**src/hw/rtl/timer_min_heap_lazy_cancel_unit_macros.svh**
```systemverilog
// Assertion macros used by the timer queue top level.
`ifndef TIMER_MIN_HEAP_LAZY_CANCEL_UNIT_MACROS_SVH
`define TIMER_MIN_HEAP_LAZY_CANCEL_UNIT_MACROS_SVH

// Same-cycle implication, checked on every clock edge outside reset.
`define TMH_ASSERT_IMPL(lbl, ante, cons) \
    lbl: assert property (@(posedge clk) disable iff (!rst_n) (ante) |-> (cons)) \
        else $error("timer queue check failed: same-cycle implication");

// Next-cycle implication, checked on every clock edge outside reset.
`define TMH_ASSERT_NEXT(lbl, ante, cons) \
    lbl: assert property (@(posedge clk) disable iff (!rst_n) (ante) |=> (cons)) \
        else $error("timer queue check failed: next-cycle implication");

`endif

```
**src/hw/rtl/tmh_pkg.sv**
```systemverilog
// ----------------------------------------------------------------------------
// Timer queue package
// Request and status codes, word types and controller types.
// ----------------------------------------------------------------------------
package tmh_pkg;

    localparam int TIME_W = 63;
    localparam int ID_W   = 6;
    localparam int ID_CNT = 64;

    typedef enum logic [1:0] {
        REQ_SET    = 2'd0,
        REQ_CANCEL = 2'd1,
        REQ_POP    = 2'd2,
        REQ_QUERY  = 2'd3
    } req_t;

    typedef enum logic [1:0] {
        ST_OK      = 2'd0,
        ST_INVALID = 2'd1,
        ST_FULL    = 2'd2
    } stat_t;

    typedef struct packed {
        logic [TIME_W-1:0] dl;
        logic [ID_W-1:0]   own;
    } entry_t;

    typedef struct packed {
        logic [1:0]        req_type;
        logic [ID_W-1:0]   timer_id;
        logic [TIME_W-1:0] time_now;
        logic [63:0]       delay;
    } req_word_t;

    typedef struct packed {
        logic [1:0]      status;
        logic            timer_valid;
        logic [ID_W-1:0] timer_out;
        logic [63:0]     next_deadline;
    } rsp_word_t;

    typedef enum logic [3:0] {
        S_IDLE,
        S_SET,
        S_UP_RD,
        S_UP_CMP,
        S_DR_RD,
        S_DR_TOP,
        S_DR_CHK,
        S_RM_LD,
        S_DN_RDL,
        S_DN_RDR,
        S_DN_CMP,
        S_FIN
    } state_t;

    typedef struct packed {
        logic start;
        logic set_init;
        logic cancel_wr;
        logic rd_par;
        logic up_move;
        logic wr_elem;
        logic rd_top;
        logic lat_top;
        logic rm_start;
        logic lat_elem;
        logic rd_left;
        logic rd_right;
        logic dn_move;
        logic hit;
        logic fin;
    } cmd_t;

    typedef struct packed {
        req_t req;
        logic stat_bad;
        logic idx_zero;
        logic count_zero;
        logic par_le;
        logic flag;
        logic due;
        logic l_ge_n;
        logic best_is_e;
        logic out_free;
    } sts_t;

endpackage

```
**src/hw/rtl/tmh_ctrl.sv**
```systemverilog
// ----------------------------------------------------------------------------
// Timer queue controller
// Sequences push, drain, extract and sift steps over the datapath.
// ----------------------------------------------------------------------------
module tmh_ctrl import tmh_pkg::*; (
    input  logic clk,
    input  logic rst_n,
    input  logic in_valid,
    output logic in_ready,
    input  sts_t sts,
    output cmd_t cmd
);

    state_t state_reg, state_next;
    logic   ret_fin_reg, ret_fin_next;

    always_ff @(posedge clk or negedge rst_n)
    begin
        if (!rst_n)
        begin
            state_reg   <= S_IDLE;
            ret_fin_reg <= 1'b0;
        end
        else
        begin
            state_reg   <= state_next;
            ret_fin_reg <= ret_fin_next;
        end
    end

    assign in_ready = state_reg == S_IDLE;

    always_comb
    begin
        state_next   = state_reg;
        ret_fin_next = ret_fin_reg;
        case (state_reg)
            S_IDLE:
                if (in_valid)
                    state_next = S_SET;
            S_SET:
                if (sts.stat_bad || sts.req == REQ_CANCEL)
                    state_next = S_FIN;
                else if (sts.req == REQ_SET)
                    state_next = S_UP_RD;
                else
                    state_next = S_DR_RD;
            S_UP_RD:
                state_next = sts.idx_zero ? S_FIN : S_UP_CMP;
            S_UP_CMP:
                state_next = sts.par_le ? S_FIN : S_UP_RD;
            S_DR_RD:
                state_next = sts.count_zero ? S_FIN : S_DR_TOP;
            S_DR_TOP:
                state_next = S_DR_CHK;
            S_DR_CHK:
                if (sts.flag)
                begin
                    ret_fin_next = 1'b0;
                    state_next   = S_RM_LD;
                end
                else if (sts.req == REQ_POP && sts.due)
                begin
                    ret_fin_next = 1'b1;
                    state_next   = S_RM_LD;
                end
                else
                    state_next = S_FIN;
            S_RM_LD:
                if (sts.count_zero)
                    state_next = ret_fin_reg ? S_FIN : S_DR_RD;
                else
                    state_next = S_DN_RDL;
            S_DN_RDL:
                if (sts.l_ge_n)
                    state_next = ret_fin_reg ? S_FIN : S_DR_RD;
                else
                    state_next = S_DN_RDR;
            S_DN_RDR:
                state_next = S_DN_CMP;
            S_DN_CMP:
                if (sts.best_is_e)
                    state_next = ret_fin_reg ? S_FIN : S_DR_RD;
                else
                    state_next = S_DN_RDL;
            S_FIN:
                if (sts.out_free)
                    state_next = S_IDLE;
            default:
                state_next = S_IDLE;
        endcase
    end

    always_comb
    begin
        cmd = '0;
        case (state_reg)
            S_IDLE:
                cmd.start = in_valid;
            S_SET:
                if (!sts.stat_bad)
                begin
                    cmd.set_init  = sts.req == REQ_SET;
                    cmd.cancel_wr = sts.req == REQ_CANCEL;
                end
            S_UP_RD:
                if (sts.idx_zero)
                    cmd.wr_elem = 1'b1;
                else
                    cmd.rd_par = 1'b1;
            S_UP_CMP:
                if (sts.par_le)
                    cmd.wr_elem = 1'b1;
                else
                    cmd.up_move = 1'b1;
            S_DR_RD:
                cmd.rd_top = !sts.count_zero;
            S_DR_TOP:
                cmd.lat_top = 1'b1;
            S_DR_CHK:
                if (sts.flag)
                    cmd.rm_start = 1'b1;
                else if (sts.req == REQ_POP && sts.due)
                begin
                    cmd.rm_start = 1'b1;
                    cmd.hit      = 1'b1;
                end
            S_RM_LD:
                cmd.lat_elem = !sts.count_zero;
            S_DN_RDL:
                if (sts.l_ge_n)
                    cmd.wr_elem = 1'b1;
                else
                    cmd.rd_left = 1'b1;
            S_DN_RDR:
                cmd.rd_right = 1'b1;
            S_DN_CMP:
                if (sts.best_is_e)
                    cmd.wr_elem = 1'b1;
                else
                    cmd.dn_move = 1'b1;
            S_FIN:
                cmd.fin = sts.out_free;
            default:
                cmd = '0;
        endcase
    end

endmodule

```
**config.mk**
```make
export PLATFORM = sky130hd
export DESIGN_NAME = tmh_ctrl
export DESIGN_NICKNAME = d
export VERILOG_FILES = /design/src/hw/rtl/timer_min_heap_lazy_cancel_unit_macros.svh /design/src/hw/rtl/tmh_pkg.sv /design/src/hw/rtl/tmh_ctrl.sv
export SDC_FILE = /design/constraint.sdc
export NUM_CORES = 1
export LEC_CHECK = 0
export ABC_AREA = 0
export BUFFER_PORTS_ARGS = -buffer_cell sky130_fd_sc_hd__buf_2
export CORE_UTILIZATION = 46
export DETAILED_ROUTE_END_ITERATION = 8
export PLACE_DENSITY = 0.78
export SKIP_CTS_REPAIR_TIMING = 1
export SLEW_MARGIN = 20
export SYNTH_ARGS = -nofsm -noshare
export SYNTH_HDL_FRONTEND = slang
export SYNTH_SLANG_ARGS = --single-unit
```
**constraint.sdc**
```tcl
create_clock -name clk -period 1.8 [get_ports clk]
set_clock_uncertainty 0.05 [all_clocks]
set_input_delay 0.18 -clock clk [delete_from_list [all_inputs] [get_ports clk]]
set_output_delay 0.18 -clock clk [all_outputs]
set_load 0.02 [all_outputs]
```
; ---- Yosys cells after proc, flatten, opt, wreduce, memory -nomap -nowiden
; Cells that the tools add are included.
[op_classes]
eq_ne = 15
n_mux = 42
n_reduce_logical = 8
[op_table]
columns = operator, n
row1 = 4-bit two-way mux, 12
row2 = 4-bit case mux with 12 select lines, 1
row3 = 1-bit two-way mux, 25
row4 = "4-bit by 3-bit == test with 1-bit output, second input constant", 4
row5 = "4-bit == test, second input constant", 4
row6 = "4-bit by 2-bit == test with 1-bit output, second input constant", 2
row7 = "4-bit by 1-bit == test with 1-bit output, second input constant", 1
row8 = 4-bit logical NOT, 1
row9 = 2-bit two-way mux, 2
row10 = "2-bit != test, second input constant", 2
row11 = 1-bit case mux with 4 select lines, 1
row12 = 2-bit AND reduction, 2
row13 = 3-bit two-way mux, 1
row14 = "2-bit by 1-bit == test with 1-bit output, second input constant", 1
row15 = "2-bit == test, second input constant", 1
row16 = 2-bit logical NOT, 1
row17 = 2-bit nonzero test, 1
row18 = 1-bit logical AND, 1
row19 = 1-bit logical NOT, 1
row20 = 1-bit logical OR, 1
[word_totals]
reg_bits = 5
input_bits = 14
output_inout_bits = 16
word_cells = 67

; ---- Depth between registers and ports, before layout
; Gate-level depths: netlist (run 1).
[depth]
ltp_word = 5
ltp_mapped = 6
mapped_depth_nobuf = 4

; ---- Worst setup path before layout (run 1)
; Ideal clock, no wire load.
[synth_path]
path_type = flip-flop to output port
from = register state_reg[3]
to = output cmd[1] in the netlist's numbering
arrival_ps = 1463
setup_slack_ps = 107
path_stages_with_launch = 4
n_path_buf = 1
cell_sequence = dfrtp_1 -> buf_6 -> nand2b_1 -> nor4_1
[synth_rtl]
columns = element, line
row1 = from (decl), tmh_ctrl.sv:14  ; state_t state_reg, state_next;
row2 = from (signal assigned), tmh_ctrl.sv:26  ; state_reg <= state_next;
row3 = to (decl), tmh_ctrl.sv:11  ; output cmd_t cmd

==> reports/results.txt, run 1 <==
run status -> finished clean
initial standard-cell utilization of the core -> 51.4%
number of buffers and inverters on the critical path -> 1
Final Max Slew Viols -> 0
NumNets Final -> 143
number of distinct library cells after synthesis -> 37
Worst path top cell family by delay -> simple AND/OR/NAND/NOR gates
Num CTS Buffers -> 3
max FFs per register -> 4
largest net degree at the start of global routing -> 17
total routing usage reported by global routing -> 28.4%
Post-Synthesis Net Count -> 108
warnings from Yosys -> 0
GP Congestion -> 0.911
combined area of all synthesized cells -> 694 sq um
cell type of the slowest stage on the worst timing path -> sky130_fd_sc_hd__dfrtp_2
Relative slew margins -> 74.5%
pre-CTS WS -> 0.204 ns
DRC violations left -> 0
reported leakage power -> 0.000452 uW
Rows -> 13
initial antenna violation count -> 0
maximum vdd ir drop -> 0.880 mV
capturing element type of the critical path -> primary output
Post-Synth Adder-Cell Area -> 0%
Tightest Hold Check Type -> in2reg
wire length reported by the detailed router -> 2000 um
die height -> 40.9 um
biggest cell delay along the critical path -> 0.44 ns
number of levels in the clock H-tree -> 1
area enclosed by the die boundary -> 0.00167 sq mm
Avg Cell Area, Syn -> 7.39 sq um
Pre-Repair DR Iteration Count -> 5
average wire per standard cell -> 14.0 um
largest family of logic cells by synthesized area -> simple AND/OR/NAND/NOR gates
cell area power density -> 1500 mW/mm^2
Max clock buf depth -> 2
Setup TNS -> 0 ns
count of final setup violators -> 0
Port Buffers -> 29
via count -> 852
post-synthesis to final-layout area growth -> 29.5%
CTS clk-pin slew, worst paths -> 0.04 ns
wire length of the first global-routing pass -> 3170 um
post-detail-place hpwl -> 1480 um
die outline width -> 40.9 um
via-per-instance ratio -> 5.96
TritonCTS clock tree -> built
mux contribution to synthesized area -> 3.06%
Max Clk Rate -> 577 MHz
total global routing overflow -> 0
fraction of final layout cells sized beyond drive strength 1 -> 39.1%
share of the cycle needed by the critical path after routing -> 96.2%
final hold violation count -> 0
largest driver fanout on the critical path -> 8
flop and latch count out of synthesis -> 5
max_cap viols -> 0
worst setup slack after layout -> 0.0677 ns
Top Ports -> 30
WP data required -> 1.57 ns
Root Buffer Master -> sky130_fd_sc_hd__clkbuf_4
transition time at the pin with the least slew margin -> 0.381 ns
share of synthesized cell area in and, or, nand and nor gates -> 44.7%
clock net sink count -> 5
count of inserted antenna diode cells -> 0
instance count of the mapped netlist -> 94
fraction of synthesized cell area in xor and xnor cells -> 0%
number of global-route vias before repair -> 767
Skew-Pair Late Insertion Delay -> 0.24 ns
Initial DRC Count -> 34
Synth Area in Compound Gates -> 22.0%
antenna violation net count after detailed routing -> 0
startpoint type of the worst setup path -> flip-flop
core outline area -> 0.00135 sq mm
cell-by-cell listing of the critical path -> or2_4 -> nor4_4 -> nor2b_2 -> buf_4
crit path DAT -> 1.50 ns
final critical path time including I/O delays and setup -> 1.73 ns
sequential area share after synthesis -> 18.0%
critical path start-end classification -> reg2out
==> synth_stat cells <==
library cell / number / area share [%]
sky130_fd_sc_hd__a31oi_1: 2 / 1.8
sky130_fd_sc_hd__nand3_1: 4 / 2.9
sky130_fd_sc_hd__or2_1: 1 / 0.90
sky130_fd_sc_hd__and3_1: 2 / 1.8
sky130_fd_sc_hd__buf_6: 5 / 8.1
sky130_fd_sc_hd__and2b_2: 1 / 1.3
sky130_fd_sc_hd__nor2b_1: 5 / 4.5
sky130_fd_sc_hd__o21ai_1: 1 / 0.72
sky130_fd_sc_hd__or3b_1: 1 / 1.3
sky130_fd_sc_hd__nand2b_1: 6 / 5.4
sky130_fd_sc_hd__dfrtp_1: 5 / 18
sky130_fd_sc_hd__a21oi_1: 5 / 3.6
sky130_fd_sc_hd__a32oi_1: 1 / 1.3
sky130_fd_sc_hd__clkbuf_8: 1 / 2.0
sky130_fd_sc_hd__nand2_1: 7 / 3.8
sky130_fd_sc_hd__nor4b_1: 1 / 1.3
sky130_fd_sc_hd__buf_4: 1 / 1.1
sky130_fd_sc_hd__and2_1: 2 / 1.8
sky130_fd_sc_hd__mux2_2: 1 / 1.6
sky130_fd_sc_hd__o21ai_0: 5 / 3.6
sky130_fd_sc_hd__a21boi_0: 1 / 1.1
sky130_fd_sc_hd__a32o_1: 1 / 1.4
sky130_fd_sc_hd__o22ai_1: 1 / 0.90
sky130_fd_sc_hd__a21o_1: 1 / 1.1
sky130_fd_sc_hd__a211o_1: 2 / 2.5
sky130_fd_sc_hd__or3_4: 1 / 1.6
sky130_fd_sc_hd__mux2i_1: 1 / 1.4
sky130_fd_sc_hd__a211oi_1: 1 / 1.1
sky130_fd_sc_hd__nor3_1: 8 / 5.8
sky130_fd_sc_hd__nor4_1: 4 / 3.6
sky130_fd_sc_hd__nand3b_1: 2 / 2.2
sky130_fd_sc_hd__o31a_1: 1 / 1.3
sky130_fd_sc_hd__and3b_2: 1 / 1.4
sky130_fd_sc_hd__inv_1: 2 / 1.1
sky130_fd_sc_hd__a221o_2: 1 / 1.6
sky130_fd_sc_hd__nor2_1: 8 / 4.3
sky130_fd_sc_hd__nand4_1: 1 / 0.90
==> cell type report <==
class	instances	area, sq um
inverter	2	7.51
multi-input combinational	80	504
clock buffer	4	26.3
timing repair buffer	37	214
fill	118	450
sequential	5	129
tap	15	18.8
==> power breakdown <==
part / internal, uW / switching (uW) / total [uW]
combinational: 418 / 501 / 919
clock: 83.7 / 44.4 / 128
sequential: 170 / 130 / 300
==> final timing paths <==
check / start / slack, ns / end / depth (start not counted)
worst max-delay path: state_reg[2]$_DFFE_PN0P_ / 0.07 / cmd[13] / 4
worst min-delay path: sts[4] / 0.12 / ret_fin_reg$_DFFE_PN0P_ / 2
worst max register to register: state_reg[2]$_DFFE_PN0P_ / 0.29 / state_reg[1]$_DFFE_PN0P_ / 4
worst min register to register: state_reg[1]$_DFFE_PN0P_ / 0.61 / state_reg[3]$_DFFE_PN0P_ / 1
max in group asynchronous: rst_n / 1.32 / state_reg[1]$_DFFE_PN0P_ / 2
min in group asynchronous: rst_n / 0.23 / state_reg[3]$_DFFE_PN0P_ / 2
==> worst register-to-register path, delay by kind of cell, from the launching register on <==
kind            cells  cell delay, ns
compound gates      3            0.51
flops               1            0.44
simple gates        1            0.39
==> kinds of logic (layout without fill, tap and decap cells) <==
family	count (synthesis)	count (layout)
buf+inv	9	43
simple gates	55	55
mux	2	2
flops	5	5
compound gates	23	23
==> through the flow <==
step	util, %	power (uW)	hold slack [ns]	area (sq um)	cells
3_5_place_dp	61.7	1150	-0.0504	833	138
5_1_grt	66.6	1470	0.131	900	143
3_3_place_gp	61.7	1140	-0.0509	833	138
4_1_cts	63.7	1280	-0.305	860	142
6_report	66.6	1350	0.121	900	143
2_1_floorplan	-	978	-0.166	694	94
==> metal layers <==
| layer | share of wire, % | vias up | track usage [%] |
|---|---|---|---|
| met2 | 47 | 51 | 47.7 |
| met4 | 0.90 | 0 | 12.5 |
| met1 | 45 | 383 | 35.3 |
| li1 | - | 416 | - |
| met5 | 0 | - | 0 |
| met3 | 7.5 | 2 | 4.35 |
==> placed cells by master (no fill, tap or decap), drive strengths merged <==
cell and n:
a31oi 2, and2 2, nor4 4, o31a 1, or3 1, mux2i 1
dlygate4sd3 1, or3b 1, o21ai 6, dfrtp 5, nand4 1, nor2b 5
nor2 8, mux2 1, nand3b 2, a221o 1, clkbuf 4, nand2 7
inv 2, and3 2, a32oi 1, buf 36, a21o 1, or2 1
nor3 8, a32o 1, a211o 2, and2b 1, nor4b 1, a21oi 5
a21boi 1, nand2b 6, and3b 1, nand3 4, o22ai 1, a211oi 1
(Power assumes the default switching activity.)
==> run 2, diff against run 1 <==
Settings changed: ABC_AREA 0 to 1, CORE_UTILIZATION 46 to 45.
==> run 2 against run 1 <==
Sequential share of layout area is 0.78 points higher. Flip-flop and latch count unchanged. Via count up 0.94%. Synthesized cell count grew 17%. Register-to-register slack better by 0.16 ns. Critical path depth is 2 higher. Maximum frequency rose by 2.9%. Die area is 7.2% lower. Hold slack better by 0.060 ns. Critical path type unchanged. Highest routed layer unchanged.
==> reports/results.txt, run 2 <==
total routing usage reported by global routing -> 26.8%
Setup TNS -> 0 ns
fraction of final layout cells sized beyond drive strength 1 -> 36.8%
post-synthesis to final-layout area growth -> 31.9%
via count -> 860
Worst path top cell family by delay -> simple AND/OR/NAND/NOR gates
final critical path time including I/O delays and setup -> 1.68 ns
initial standard-cell utilization of the core -> 48.3%
cell type of the slowest stage on the worst timing path -> sky130_fd_sc_hd__dfrtp_1
NumNets Final -> 159
post-detail-place hpwl -> 1480 um
antenna violation net count after detailed routing -> 0
transition time at the pin with the least slew margin -> 0.303 ns
number of levels in the clock H-tree -> 1
Post-synth EDFFs -> 0
part of the power in combinational logic -> 69.1%
core outline area -> 0.00130 sq mm
Sw Pwr -> 749 uW
initial antenna violation count -> 0
Yosys top cell area share -> 19.9%
wire length of the first global-routing pass -> 2770 um
Pre-Repair DR Iteration Count -> 4
Tightest Hold Check Type -> in2reg
total design power -> 1280 uW
sequential fraction of design power -> 20.9%
count of final setup violators -> 0
Post-synth top flop -> sky130_fd_sc_hd__dfrtp_1
GP Congestion -> 0.950
Skew-Pair Late Insertion Delay -> 0.24 ns
most frequent standard cell in the layout excluding fill and tap cells -> sky130_fd_sc_hd__buf_2
instance count of the mapped netlist -> 110
flop and latch count out of synthesis -> 5
fraction of power spent switching nets -> 58.6%
DRC violations left -> 0
combined area of all synthesized cells -> 628 sq um
sequential area share after synthesis -> 19.9%
Root Buffer Master -> sky130_fd_sc_hd__clkbuf_4
Int Pwr -> 530 uW
die height -> 39.4 um
count of inserted antenna diode cells -> 0
biggest cell delay along the critical path -> 0.42 ns
largest driver fanout on the critical path -> 5
minimum hold slack -> 0.181 ns
number of buffers and inverters on the critical path -> 2
cell-by-cell listing of the critical path -> inv_2 -> nand2_2 -> nor2_1 -> nand2_1 -> nor3_1 -> buf_2
crit path DAT -> 1.45 ns
Initial DRC Count -> 46
max FFs per register -> 4
commonest non-fill, non-tap cells in the layout -> sky130_fd_sc_hd__buf_2 (29), sky130_fd_sc_hd__nand2_1 (25), sky130_fd_sc_hd__nand3_1 (17), sky130_fd_sc_hd__nor2_1 (15), sky130_fd_sc_hd__inv_1 (11)
Post-Synthesis Net Count -> 124
die outline width -> 39.4 um
Max clock buf depth -> 2
async set-reset flop share out of synthesis -> 100%
startpoint type of the worst setup path -> flip-flop
clock net sink count -> 5
wire length reported by the detailed router -> 1890 um
cell area power density -> 1540 mW/mm^2
Relative slew margins -> 79.7%
average wire per standard cell -> 11.9 um
final-layout fill cell count -> 132
critical path start-end classification -> reg2out
max_cap viols -> 0
share of the cycle needed by the critical path after routing -> 93.5%
warnings from Yosys -> 0
Top Ports -> 30
internal reg-to-reg setup slack -> 0.45 ns
Final Max Slew Viols -> 0
reported leakage power -> 0.000508 uW
largest net degree at the start of global routing -> 7
total global routing overflow -> 0
top post-synthesis cells by area -> sky130_fd_sc_hd__dfrtp_1 (20%), sky130_fd_sc_hd__nand2_1 (15%), sky130_fd_sc_hd__nand3_1 (14%)
clock network power share -> 10.1%
Placed Cells -> 154
CTS clk-pin slew, worst paths -> 0.04 ns
Max Clk Rate -> 594 MHz
most numerous cell in the Yosys netlist -> sky130_fd_sc_hd__nand2_1
TritonCTS clock tree -> built
Num CTS Buffers -> 3
final core utilization -> 63.7%
Rows -> 13
setup repair after global routing missed its margin -> false
maximum vdd ir drop -> 0.999 mV
final hold violation count -> 0
WP data required -> 1.57 ns
number of global-route vias before repair -> 669
cell types with the highest counts after synthesis -> sky130_fd_sc_hd__nand2_1 (25), sky130_fd_sc_hd__nand3_1 (17), sky130_fd_sc_hd__nor2_1 (15), sky130_fd_sc_hd__inv_1 (11), sky130_fd_sc_hd__nor3_1 (8)
capturing element type of the critical path -> primary output
number of distinct library cells after synthesis -> 18
Finished Layout Cells -> 159
Avg Cell Area, Syn -> 5.71 sq um
Synth area leader -> sky130_fd_sc_hd__dfrtp_1
area enclosed by the die boundary -> 0.00155 sq mm
run status -> finished clean
Port Buffers -> 29
via-per-instance ratio -> 5.41
-- run 2: changes by cell type after synthesis, moves of 4 or more --
cell	previous run	this run
sky130_fd_sc_hd__a21oi_1	5	0
sky130_fd_sc_hd__buf_6	5	0
sky130_fd_sc_hd__inv_1	2	11
sky130_fd_sc_hd__inv_2	0	6
sky130_fd_sc_hd__nand2_1	7	25
sky130_fd_sc_hd__nand2_2	0	7
sky130_fd_sc_hd__nand2b_1	6	0
sky130_fd_sc_hd__nand3_1	4	17
sky130_fd_sc_hd__nor2_1	8	15
sky130_fd_sc_hd__nor2_2	0	4
sky130_fd_sc_hd__nor2b_1	5	0
sky130_fd_sc_hd__nor4_1	4	0
sky130_fd_sc_hd__o21ai_0	5	1
-- run 2: cells by family (layout without fill, tap and decap cells) --
logic type,after synthesis,after routing,synth area share [%]
and+or+nand+nor,81,81,62.2
buffers and inverters,17,51,10.2
AOI/OAI and AO/OA,7,7,7.77
DFF,5,5,19.9
-- run 2: through the flow --
step	worst slack [ns]	cell area, sq um
floorplan	0.284	628
global route	0.00112	828
global placement	0.384	792
detailed placement	0.384	792
CTS	0.114	818
finish	0.117	828
-- run 2: worst paths after layout --
| kind | start | to | cells past startpoint |
|---|---|---|---|
| min | sts[10] | state_reg[2]$_DFFE_PN0P_ | 3 |
| max reg2reg | state_reg[3]$_DFFE_PN0P_ | state_reg[0]$_DFFE_PN0P_ | 5 |
| max in group asynchronous | rst_n | state_reg[1]$_DFFE_PN0P_ | 2 |
| min reg2reg | ret_fin_reg$_DFFE_PN0P_ | state_reg[1]$_DFFE_PN0P_ | 2 |
| min in group asynchronous | rst_n | state_reg[2]$_DFFE_PN0P_ | 2 |
| max | state_reg[1]$_DFFE_PN0P_ | cmd[13] | 6 |
-- run 2: area by class of cell --
type | count | area, sq um | share of cell area [%]
Timing Repair Buffer | 30 | 155 | 18.7
Clock buffer | 4 | 26.3 | 3.17
Inverter | 17 | 63.8 | 7.70
Sequential cell | 5 | 125 | 15.1
Multi-Input combinational cell | 88 | 439 | 53.0
Tap cell | 15 | 18.8 | 2.27
-- run 2: power groups by stage --
stage               clock network, uW  registers, uW  logic [uW]
detailed placement                  0            264         865
floorplan                           0            244         645
finish                            129            267         884
global route                      146            270         969
global placement                    0            265         858
CTS                               137            262         868
-- run 2: worst register-to-register path, delay by kind of cell, from the launching register on --
family / cells / cell delay (ns)
AOI/OAI and AO/OA: 2 / 0.25
DFF: 1 / 0.44
and+or+nand+nor: 3 / 0.50
-- run 2: metal layers --
| layer | GRT usage (%) | share of wire, % | wire, um |
|---|---|---|---|
| met1 | 33.2 | 42 | 791 |
| met2 | 45.0 | 46 | 876 |
| met3 | 8.52 | 9.2 | 173 |
| met5 | 0 | 0 | 0 |
| met4 | 5.17 | 2.5 | 48 |
